<file path="config.mk">
export PLATFORM = sky130hd
export DESIGN_NAME = josephus_survivor_ring_queue_core
export DESIGN_NICKNAME = d
export VERILOG_FILES = /design/src/rtl/jsrq_pkg.sv /design/src/rtl/jsrq_mod_unit.sv /design/src/rtl/josephus_survivor_ring_queue_core.sv
export VERILOG_INCLUDE_DIRS = /design/src /design/src/rtl
export SDC_FILE = /design/constraint.sdc
export NUM_CORES = 1
export LEC_CHECK = 0
export BUFFER_PORTS_ARGS = -buffer_cell sky130_fd_sc_hd__buf_2
export CAP_MARGIN = 20
export CORE_UTILIZATION = 60
export DETAILED_ROUTE_END_ITERATION = 16
export PLACE_DENSITY = 0.76
export SLEW_MARGIN = 15
export SYNTH_ARGS = -nofsm -noshare
export SYNTH_HDL_FRONTEND = slang
export SYNTH_SLANG_ARGS = --single-unit
</file>
<file path="constraint.sdc">
create_clock -name clk_i -period 8.32 [get_ports clk_i]
set_clock_uncertainty 0.2 [all_clocks]
set_input_delay 1.664 -clock clk_i [delete_from_list [all_inputs] [get_ports clk_i]]
set_output_delay 1.664 -clock clk_i [all_outputs]
set_load 0.01 [all_outputs]
</file>
<file path="src/rtl/josephus_survivor_ring_queue_core_assert.svh">
// Assertion macros shared by the ring queue core and its remainder unit.
// Each macro expects clk_i and rst_ni to be visible where it is used.
`ifndef JOSEPHUS_SURVIVOR_RING_QUEUE_CORE_ASSERT_SVH
`define JOSEPHUS_SURVIVOR_RING_QUEUE_CORE_ASSERT_SVH

// Same-cycle implication, checked outside reset.
`define JSRQ_ASSERT_IMP(lbl, ante, cons, msg) \
  lbl: assert property (@(posedge clk_i) disable iff (!rst_ni) \
    (ante) |-> (cons)) else $error(msg);

// Next-cycle implication, checked outside reset.
`define JSRQ_ASSERT_NXT(lbl, ante, cons, msg) \
  lbl: assert property (@(posedge clk_i) disable iff (!rst_ni) \
    (ante) |=> (cons)) else $error(msg);

`endif

</file>
<file path="src/rtl/jsrq_pkg.sv">
// Shared types and constants for the Josephus ring queue core.
// No dependencies; used by jsrq_mod_unit and the top level.
package jsrq_pkg;

  localparam int QUEUE_SLOTS = 128;
  localparam int IDX_W       = $clog2(QUEUE_SLOTS);
  // Entries, counts and indices share one width: at most QUEUE_SLOTS-1 entries.
  localparam int CNT_W       = IDX_W;
  localparam int MAX_LIVE    = QUEUE_SLOTS - 1;
  localparam int PEOPLE_W    = 8;
  localparam int STEP_W      = 16;
  localparam int SURV_W      = 8;
  localparam int STEP_CNT_W  = $clog2(STEP_W);

  // Survivor code for an empty queue (-1).
  localparam logic [SURV_W-1:0] SURV_NONE = '1;

  typedef enum logic [2:0] {
    S_IDLE,
    S_LOAD,
    S_MOD_START,
    S_MOD_WAIT,
    S_ROT_RD,
    S_ROT_WR,
    S_POP_TAKE,
    S_OUT
  } jsrq_state_e;

  typedef struct packed {
    logic              start;
    logic [STEP_W-1:0] dividend;
    logic [CNT_W-1:0]  divisor;
  } jsrq_mod_req_t;

  typedef struct packed {
    logic             done;
    logic [CNT_W-1:0] remainder;
  } jsrq_mod_rsp_t;

  function automatic logic [IDX_W-1:0] idx_inc(input logic [IDX_W-1:0] idx);
    if (int'(idx) == QUEUE_SLOTS - 1) begin
      return '0;
    end else begin
      return idx + IDX_W'(1);
    end
  endfunction

endpackage

</file>
<file path="src/rtl/jsrq_mod_unit.sv">
// Bit-serial restoring remainder unit: one dividend bit per cycle.
// Depends on jsrq_pkg for widths and the request and response structs.
`include "josephus_survivor_ring_queue_core_assert.svh"

module jsrq_mod_unit (
  input  logic                   clk_i,
  input  logic                   rst_ni,
  input  jsrq_pkg::jsrq_mod_req_t req_i,
  output jsrq_pkg::jsrq_mod_rsp_t rsp_o
);
  import jsrq_pkg::*;

  localparam logic [STEP_CNT_W-1:0] LAST_BIT = STEP_CNT_W'(STEP_W - 1);

  logic                  busy_q, busy_d;
  logic                  done_q, done_d;
  logic [STEP_CNT_W-1:0] cnt_q, cnt_d;
  logic [STEP_W-1:0]     dvd_q, dvd_d;
  logic [CNT_W-1:0]      rem_q, rem_d;
  logic [CNT_W-1:0]      div_q, div_d;
  logic [CNT_W:0]        trial;
  logic                  fits;

  assign trial = {rem_q, dvd_q[STEP_W-1]};
  assign fits  = trial >= {1'b0, div_q};

  always_comb begin
    busy_d = busy_q;
    done_d = 1'b0;
    cnt_d  = cnt_q;
    dvd_d  = dvd_q;
    rem_d  = rem_q;
    div_d  = div_q;
    if (req_i.start) begin
      busy_d = 1'b1;
      cnt_d  = '0;
      dvd_d  = req_i.dividend;
      rem_d  = '0;
      div_d  = req_i.divisor;
    end else if (busy_q) begin
      dvd_d = {dvd_q[STEP_W-2:0], 1'b0};
      // The partial remainder stays below the divisor, so the trial fits.
      rem_d = fits ? CNT_W'(trial - {1'b0, div_q}) : trial[CNT_W-1:0];
      cnt_d = cnt_q + STEP_CNT_W'(1);
      if (cnt_q == LAST_BIT) begin
        busy_d = 1'b0;
        done_d = 1'b1;
      end
    end
  end

  always_ff @(posedge clk_i or negedge rst_ni) begin
    if (!rst_ni) begin
      busy_q <= 1'b0;
      done_q <= 1'b0;
      cnt_q  <= '0;
    end else begin
      busy_q <= busy_d;
      done_q <= done_d;
      cnt_q  <= cnt_d;
    end
  end

  always_ff @(posedge clk_i) begin
    dvd_q <= dvd_d;
    rem_q <= rem_d;
    div_q <= div_d;
  end

  assign rsp_o.done      = done_q;
  assign rsp_o.remainder = rem_q;

  `JSRQ_ASSERT_IMP(a_mod_done_idle, done_q, !busy_q, "remainder done while still busy")
  `JSRQ_ASSERT_IMP(a_mod_rem_below, done_q, rem_q < div_q, "remainder not below divisor")
  `JSRQ_ASSERT_NXT(a_mod_start_busy, req_i.start, busy_q && !done_q, "start did not begin a run")

endmodule

</file>
<file path="src/rtl/josephus_survivor_ring_queue_core.sv">
// Josephus survivor on a circular queue of QUEUE_SLOTS entries.
// Input channel (in_valid_i/in_ready_o) takes one word: people_count_i (n) and
// step_count_i (k). Output channel (out_valid_o/out_ready_i) returns one word,
// survivor_o, the last entry removed, or -1 when n is zero.
// The queue is loaded with 1..n (n saturates to QUEUE_SLOTS-1), then each
// round rotates (k-1) mod live entries (none for k=0), removes the front entry.
// One word is in flight at a time; in_ready_o is high only when idle.
// Sequence per word: when n is zero the result goes straight to the output
// register; otherwise the core writes n load entries, then for each of the n
// rounds starts the bit-serial remainder unit, waits for its result, performs
// that round's rotations (each a read state and a write state on the queue
// memory, which has one read and one write port), reads the front and pops it.
// The next input word can be taken in the cycle after the result is taken.
// The result sits in an output register until out_ready_i is high; the core
// holds it and waits, doing nothing else. Reset returns the core to idle
// with an empty queue; the memory contents are not cleared.
// Depends on jsrq_pkg and jsrq_mod_unit.
`include "josephus_survivor_ring_queue_core_assert.svh"

module josephus_survivor_ring_queue_core (
  input  logic                                clk_i,
  input  logic                                rst_ni,
  input  logic                                in_valid_i,
  output logic                                in_ready_o,
  input  logic [jsrq_pkg::PEOPLE_W-1:0]       people_count_i,
  input  logic [jsrq_pkg::STEP_W-1:0]         step_count_i,
  output logic                                out_valid_o,
  input  logic                                out_ready_i,
  output logic signed [jsrq_pkg::SURV_W-1:0]  survivor_o
);
  import jsrq_pkg::*;

  jsrq_state_e       state_q, state_d;
  logic [IDX_W-1:0]  head_q, head_d;
  logic [IDX_W-1:0]  tail_q, tail_d;
  logic [CNT_W-1:0]  live_q, live_d;
  logic [CNT_W-1:0]  n_q, n_d;
  logic [STEP_W-1:0] k_q, k_d;
  logic [CNT_W-1:0]  load_val_q, load_val_d;
  logic [CNT_W-1:0]  turns_q, turns_d;
  logic [SURV_W-1:0] surv_q, surv_d;
  logic [CNT_W-1:0]  n_sat;

  logic [CNT_W-1:0]  mem [QUEUE_SLOTS];
  logic              mem_we;
  logic [CNT_W-1:0]  mem_wdata;
  logic [CNT_W-1:0]  rdata_q;

  jsrq_mod_req_t mod_req;
  jsrq_mod_rsp_t mod_rsp;

  jsrq_mod_unit u_mod (
    .clk_i  (clk_i),
    .rst_ni (rst_ni),
    .req_i  (mod_req),
    .rsp_o  (mod_rsp)
  );

  assign n_sat = (int'(people_count_i) > MAX_LIVE) ? CNT_W'(MAX_LIVE)
                                                    : CNT_W'(people_count_i);

  always_comb begin
    state_d          = state_q;
    head_d           = head_q;
    tail_d           = tail_q;
    live_d           = live_q;
    n_d              = n_q;
    k_d              = k_q;
    load_val_d       = load_val_q;
    turns_d          = turns_q;
    surv_d           = surv_q;
    mem_we           = 1'b0;
    mem_wdata        = rdata_q;
    mod_req.start    = 1'b0;
    mod_req.dividend = (k_q > STEP_W'(1)) ? k_q - STEP_W'(1) : '0;
    mod_req.divisor  = live_q;
    in_ready_o       = 1'b0;
    out_valid_o      = 1'b0;

    unique case (state_q)
      S_IDLE: begin
        in_ready_o = 1'b1;
        if (in_valid_i) begin
          n_d        = n_sat;
          k_d        = step_count_i;
          head_d     = '0;
          tail_d     = '0;
          live_d     = '0;
          load_val_d = CNT_W'(1);
          if (n_sat == '0) begin
            surv_d  = SURV_NONE;
            state_d = S_OUT;
          end else begin
            state_d = S_LOAD;
          end
        end
      end
      S_LOAD: begin
        mem_we     = 1'b1;
        mem_wdata  = load_val_q;
        tail_d     = idx_inc(tail_q);
        live_d     = live_q + CNT_W'(1);
        load_val_d = load_val_q + CNT_W'(1);
        if (load_val_q == n_q) begin
          state_d = S_MOD_START;
        end
      end
      S_MOD_START: begin
        mod_req.start = 1'b1;
        state_d       = S_MOD_WAIT;
      end
      S_MOD_WAIT: begin
        if (mod_rsp.done) begin
          turns_d = mod_rsp.remainder;
          state_d = S_ROT_RD;
        end
      end
      S_ROT_RD: begin
        // The front entry is read here, so with no turns left it is popped next.
        state_d = (turns_q == '0) ? S_POP_TAKE : S_ROT_WR;
      end
      S_ROT_WR: begin
        mem_we    = 1'b1;
        mem_wdata = rdata_q;
        head_d    = idx_inc(head_q);
        tail_d    = idx_inc(tail_q);
        turns_d   = turns_q - CNT_W'(1);
        state_d   = S_ROT_RD;
      end
      S_POP_TAKE: begin
        head_d = idx_inc(head_q);
        live_d = live_q - CNT_W'(1);
        if (live_q == CNT_W'(1)) begin
          surv_d  = SURV_W'(rdata_q);
          state_d = S_OUT;
        end else begin
          state_d = S_MOD_START;
        end
      end
      S_OUT: begin
        out_valid_o = 1'b1;
        if (out_ready_i) begin
          state_d = S_IDLE;
        end
      end
    endcase
  end

  always_ff @(posedge clk_i or negedge rst_ni) begin
    if (!rst_ni) begin
      state_q <= S_IDLE;
      head_q  <= '0;
      tail_q  <= '0;
      live_q  <= '0;
      turns_q <= '0;
    end else begin
      state_q <= state_d;
      head_q  <= head_d;
      tail_q  <= tail_d;
      live_q  <= live_d;
      turns_q <= turns_d;
    end
  end

  always_ff @(posedge clk_i) begin
    n_q        <= n_d;
    k_q        <= k_d;
    load_val_q <= load_val_d;
    surv_q     <= surv_d;
  end

  always_ff @(posedge clk_i) begin
    if (mem_we) begin
      mem[tail_q] <= mem_wdata;
    end
    rdata_q <= mem[head_q];
  end

  assign survivor_o = $signed(surv_q);

  `JSRQ_ASSERT_IMP(a_occupancy, state_q != S_IDLE, IDX_W'(tail_q - head_q) == live_q, "queue indices disagree with occupancy")
  `JSRQ_ASSERT_IMP(a_turns_below, state_q == S_ROT_RD || state_q == S_ROT_WR, turns_q < live_q, "rotation count not reduced")
  `JSRQ_ASSERT_IMP(a_done_waiting, mod_rsp.done, state_q == S_MOD_WAIT, "remainder arrived outside wait")
  `JSRQ_ASSERT_NXT(a_empty_direct, in_valid_i && in_ready_o && people_count_i == '0, out_valid_o && surv_q == SURV_NONE, "empty count not answered at once")

endmodule

</file>
=== Word-level counts from Yosys, hierarchy flattened ===
Memories as Yosys holds them, arrays and structs flattened. A register that Yosys moved wholly into a read port is not among the register bits.
Cells that the tools add are included.

* $add $sub $neg: 9
* Multipliers: 0
* Div/mod/pow operators: 0
* Order comparisons: 3
* Equality and inequality tests: 18
* Shifts and indexed selects: 0
* Mux-type cells: 42
* Bitwise logic cells: 0
* Reduce and logical (&&, ||, !) cells: 20

{| class="wikitable"
|+ Operator list
! kind !! count
|-
| 2-to-1 mux 7 bit || 8
|-
| one-hot mux 7 bit (2 select lines) || 4
|-
| 2-to-1 mux 16 bit || 3
|-
| adder 7 x 1 -> 7 bit, second input constant || 4
|-
| 2-to-1 mux 8 bit || 3
|-
| one-hot mux 3 bit (8 select lines) || 1
|-
| == test 7 x 1 -> 1 bit, second input constant || 3
|-
| one-hot mux 7 bit (3 select lines) || 1
|-
| 2-to-1 mux 3 bit || 6
|-
| greater-than comparator 16 x 1 -> 1 bit, second input constant || 1
|-
| one-hot mux 8 bit (2 select lines) || 1
|-
| subtractor 16 x 1 -> 16 bit, second input constant || 1
|-
| zero test 7 bit || 2
|-
| subtractor 7 x 1 -> 7 bit, second input constant || 2
|-
| == test 3 bit, second input constant || 4
|-
| 2-to-1 mux 1 bit || 12
|-
| AND reduction 2 bit || 6
|-
| nonzero test 2 bit || 6
|-
| != test 2 bit, second input constant || 5
|-
| >= comparator 8 x 7 -> 1 bit || 1
|-
| greater-than comparator 8 x 7 -> 1 bit, second input constant || 1
|-
| 2-to-1 mux 4 bit || 2
|-
| AND reduction 4 bit || 2
|-
| == test 7 bit || 1
|-
| other kinds (10) || 12
|}

* Register bits after elaboration: 105
* Latch bits: 0
* Memory bits (writable): 896
* Memory bits (read-only): 0
* Logic and storage cells: 108
* Memories kept: 1

{| class="wikitable"
|+ Memory list
! memory !! words !! bits a word !! read ports !! clocked after Yosys merged registers in !! write ports !! line !! RTL
|-
| mem || 128 || 7 || 1 || 1 || 1 || josephus_survivor_ring_queue_core.sv:44 || <nowiki>logic [CNT_W-1:0] mem [QUEUE_SLOTS];</nowiki>
|}

=== Logic depth before layout (Yosys ltp) ===
* Word-level depth: 6
* Mapped depth: 10

=== Modules after synthesis ===
Synthesis repeated with hierarchy kept, for this count alone.

* Cells, all modules: 2449
* Area total of the unflattened synthesis: 40923.0 µm²

{| class="wikitable"
|+ By module, submodules not included
! module !! times used !! cells an instance !! area an instance (µm²) !! seq. area each (µm²)
|-
| josephus_survivor_ring_queue_core || 1 || 2288 || 39027.4 || 28962.8
|-
| jsrq_mod_unit || 1 || 161 || 1895.6 || 980.9
|}

=== Least setup slack after synthesis ===
Ideal clock, no wire load.

* Path kind: register to register
* From: reg state_q[0]
* To: mem mem[0][2] (netlist bit), data pin
* Setup time: 0.511 ns
* Arrival time: 3.003 ns
* Required time: 7.609 ns
* Setup slack: 4.606 ns
* Cell stages (with the launch flop): 9
* Buffers on the path: 4
* Cell sequence: dfrtp_1 > clkbuf_2 > nor2b_1 > clkbuf_1 > nand2_1 > clkbuf_1 > buf_2 > nand2_1 > nand2_1

* Longest elaborated chain between the ends: 2

{| class="wikitable"
|+ Ends and longest elaborated chain
! item !! line !! RTL
|-
| start: declaration || josephus_survivor_ring_queue_core.sv:33 || <nowiki>jsrq_state_e state_q, state_d;</nowiki>
|-
| start signal: assignment || josephus_survivor_ring_queue_core.sv:157 || <nowiki>state_q <= state_d;</nowiki>
|-
| == test 3 x 1 -> 1 bit || josephus_survivor_ring_queue_core.sv:80 || <nowiki>unique case (state_q)</nowiki>
|-
| 2-to-1 mux 7 bit || josephus_survivor_ring_queue_core.sv:80 ||
|-
| via mem_wdata[2] || josephus_survivor_ring_queue_core.sv:46 || <nowiki>logic [CNT_W-1:0] mem_wdata;</nowiki>
|-
| end: declaration || josephus_survivor_ring_queue_core.sv:44 ||
|}

The timed path passes the listed nets, and every way through them passes these cells.

=== Worst setup path after layout ===
* From: reg state_q[1]
* To: mem mem[108][2] (netlist bit), data pin

The elaborated chain is that of the path after synthesis.

==> run summary <==
status -> finished, final reports clean
GP Congestion -> 0.9472
Worst path max stage delay -> 0.95 ns
H-tree lvl count -> 3
CTS tree -> done
dpl cells -> 3236
dpl cell area -> 41610 um2
ranking of synthesized cells by area -> edfxtp_1 71%, mux4_2 6.6%, mux2i_1 6.4%, nor2_1 2.4%, dfrtp_1 2.3%
Hold Vio Cnt, Final -> 0
Synth cell types -> 74
vias in the first global route -> 22040
clk root buf -> clkbuf_16
Yosys Warn Count -> 0
commonest non-fill, non-tap cell in the layout -> edfxtp_1
Min-Delay Path Class -> reg -> reg
Skew-Pair Late Insertion Delay -> 0.66 ns
Post-CTS Hold Buffers -> 0
most frequent cells in the layout -> 957 x edfxtp_1, 261 x mux2i_1, 256 x nor2_1, 124 x nand2_1, 119 x mux4_2
Crit. End Element -> register
total setup buffers inserted after CTS -> 0
Clock transition at path regs -> 0.06 ns
area grow syn2layout -> 10.06%
WL/cell -> 27.88 um
gr usage total -> 28.03%
chip width -> 262.5 um
DRC Markers -> 0
Post-Synthesis Cells -> 2425
Initial Util -> 60.63%
GRT overflow -> 0
fin. max-slew vios -> 0
Achievable Freq -> 236.1 MHz
Vias/cell -> 6.631
pin count of the biggest net entering global routing -> 140
overall routed net length -> 95.45 mm
Yosys top cell by area -> edfxtp_1
RSZ-0062 raised after global routing -> no
initial antenna violation count -> 0
Max-Cap Viols -> 0
critical-path maximum fanout -> 66
port bufs -> 37
maximum clock path buffer count -> 3
first-pass GRT wire length -> 142.7 mm
Synth Cell Area -> 40720 um2
post-synth net total -> 2471
post-cts resize count -> 0
synthesized area per cell -> 16.79 um2
CORE AREA -> 67160 um2
HP Start -> live_q[6]
Top FF cell, synth -> edfxtp_1
Layout Nets -> 2513
Seq/Total Area, Yosys -> 73.54%
DP HPWL -> 59.30 mm
I/O pin count -> 38
clock period minus worst slack -> 4.236 ns
CP top delay family -> simple AND/OR/NAND/NOR gates
WS Path Type -> reg -> reg
Final Cycle Share -> 50.92%
Core Rows -> 95
crit-path cells -> nand2b_1, nor2_1, nand2_1, nand2_4, buf_4
post-layout power -> 9.788 mW
top cell type's share of synthesized area -> 70.57%
# clock sinks -> 1008
WP buf/inv -> 1
fin cells -> 3423
reg2reg start -> state_q[1]
Data arrival, critical path -> 4.35 ns
DRT Pass-1 Iters -> 6
Yosys reg bits -> 1008
layout cells sized above 1 -> 14.27%
Slew headroom -> 25.97%
CTS buffer count -> 98
setup_tns -> 0 ns
Async SR Flop Fraction -> 3.671%
power density over the cells -> 218.4 nW/um2
peak supply drop -> 212.6 uV
slowest CP cell -> nor2_1
crit path launch type -> register
Critical Path Start -> state_q[1]
dpl ws -> 4.272 ns
Critical Path RT -> 8.43 ns
Worst Max-Slew Pin Slew -> 1.108 ns
# diodes -> 0
ANT nets after route -> 0
Post-synth EDFFs -> 957
Die ar. -> 68910 um2
iteration-0 DRC count of the detailed router -> 3088
Die Ht -> 262.5 um
leakage -> 11.84 nW
Finished Cell Area -> 44820 um2
Final Worst Setup Slack -> 4.084 ns
via count -> 22700
Final Setup Violations -> 0
[cell usage after synthesis (3+ instances only)]
cell and number:
ha_1 17, a31oi_1 4, a21boi_0 3, clkbuf_1 48, and2_1 5, nand3_1 35
and3_1 9, o211ai_1 6, o21a_1 6, mux2i_1 261, buf_1 4, xor2_1 10
dfrtp_1 37, a22oi_1 5, o31ai_1 7, mux4_2 119, xnor2_1 18, a21oi_1 29
buf_6 9, nor2b_1 17, o22ai_1 55, inv_1 23, o21ai_1 3, or3_1 3
edfxtp_1 957, nor4_1 29, a221oi_1 4, a221o_1 3, nand4_1 24, o21ai_0 87
nand2_1 131, a211oi_1 6, or2_2 13, nand2b_1 11, a22o_1 3, o221ai_1 5
nand3b_1 5, nor3_1 43, buf_4 17, buf_2 43, dfxtp_1 14, nor2_1 256
[cell families (layout without fill, tap and decap cells)]
logic type                 Yosys count  in the layout  synth area share, %
AOI/OAI and AO/OA                  247            247                3.782
DFF                               1008           1008                73.54
and+or+nand+nor                    596            596                6.671
buffers and inverters              147            272                1.813
adders and majority gates           18             18               0.5715
muxes                              381            381                13.03
xor gates and xnor gates            28             28               0.6022
[routing by layer]
| metal | share of wire [%] | vias to the layer above | track usage, % |
|---|---|---|---|
| met3 | 10 | 293 | 5.847 |
| met2 | 47 | 1449 | 43.39 |
| met1 | 38 | 11360 | 38.62 |
| met4 | 5.2 | 0 | 13.23 |
| li1 | - | 9594 | - |
| met5 | 0 | - | 0 |
[layout make-up]
cell class / count / area (um2)
timing repair buffer: 64 / 467.9
tap: 873 / 1092
multi-input combinational: 1270 / 10100
sequential: 1008 / 29960
clock inverter: 59 / 519.2
clock buffer: 124 / 2591
inverter: 25 / 93.84
fill: 4302 / 22340
[state kept, by name, indices dropped and copies added (netlist names)]
signal and count:
load_val_q 7, u_mod.busy_q 1, k_q 16, u_mod.div_q 7
u_mod.done_q 1, u_mod.dvd_q 16, u_mod.cnt_q 4, u_mod.rem_q 7
tail_q 7, survivor_o 8, n_q 7, rdata_q 7
state_q 3, head_q 7, mem 896, live_q 7
turns_q 7
[worst reg2reg max path, stage by stage (launching register included)]
cell and delay [ns]:
dfrtp_1 0.55, nand2b_1 0.47, nor2_1 0.95, nand2_1 0.28
nand2_4 0.61, buf_4 0.76
[metrics by stage]
step | utilization [%] | hold WS, ns
after global placement | 61.96 | 0.2910
final | 66.73 | 0.3191
after detailed placement | 61.96 | 0.3050
after floorplan | - | 0.2231
after CTS | 66.59 | 0.3188
after global routing | 66.73 | 0.3376
[report_power, final]
group / internal, mW / switching, mW
combinational: 0.00585 / 0.00720
sequential: 5.47 / 0
clock: 2.43 / 1.88
total: 7.90 / 1.88
[path summary, 6_finish.rpt]
check | slack (ns) | end | depth (start not counted)
min | 0.32 | u_mod.div_q[6] | 0
max | 4.08 | mem[108][2] | 5
max reg2reg | 4.08 | mem[108][2] | 5
min reg2reg | 0.32 | u_mod.div_q[6] | 0
max in group asynchronous | 6.27 | head_q[2] | 1
min in group asynchronous | 0.94 | live_q[2] | 1
No activity file was read; power rests on OpenSTA's default activity.
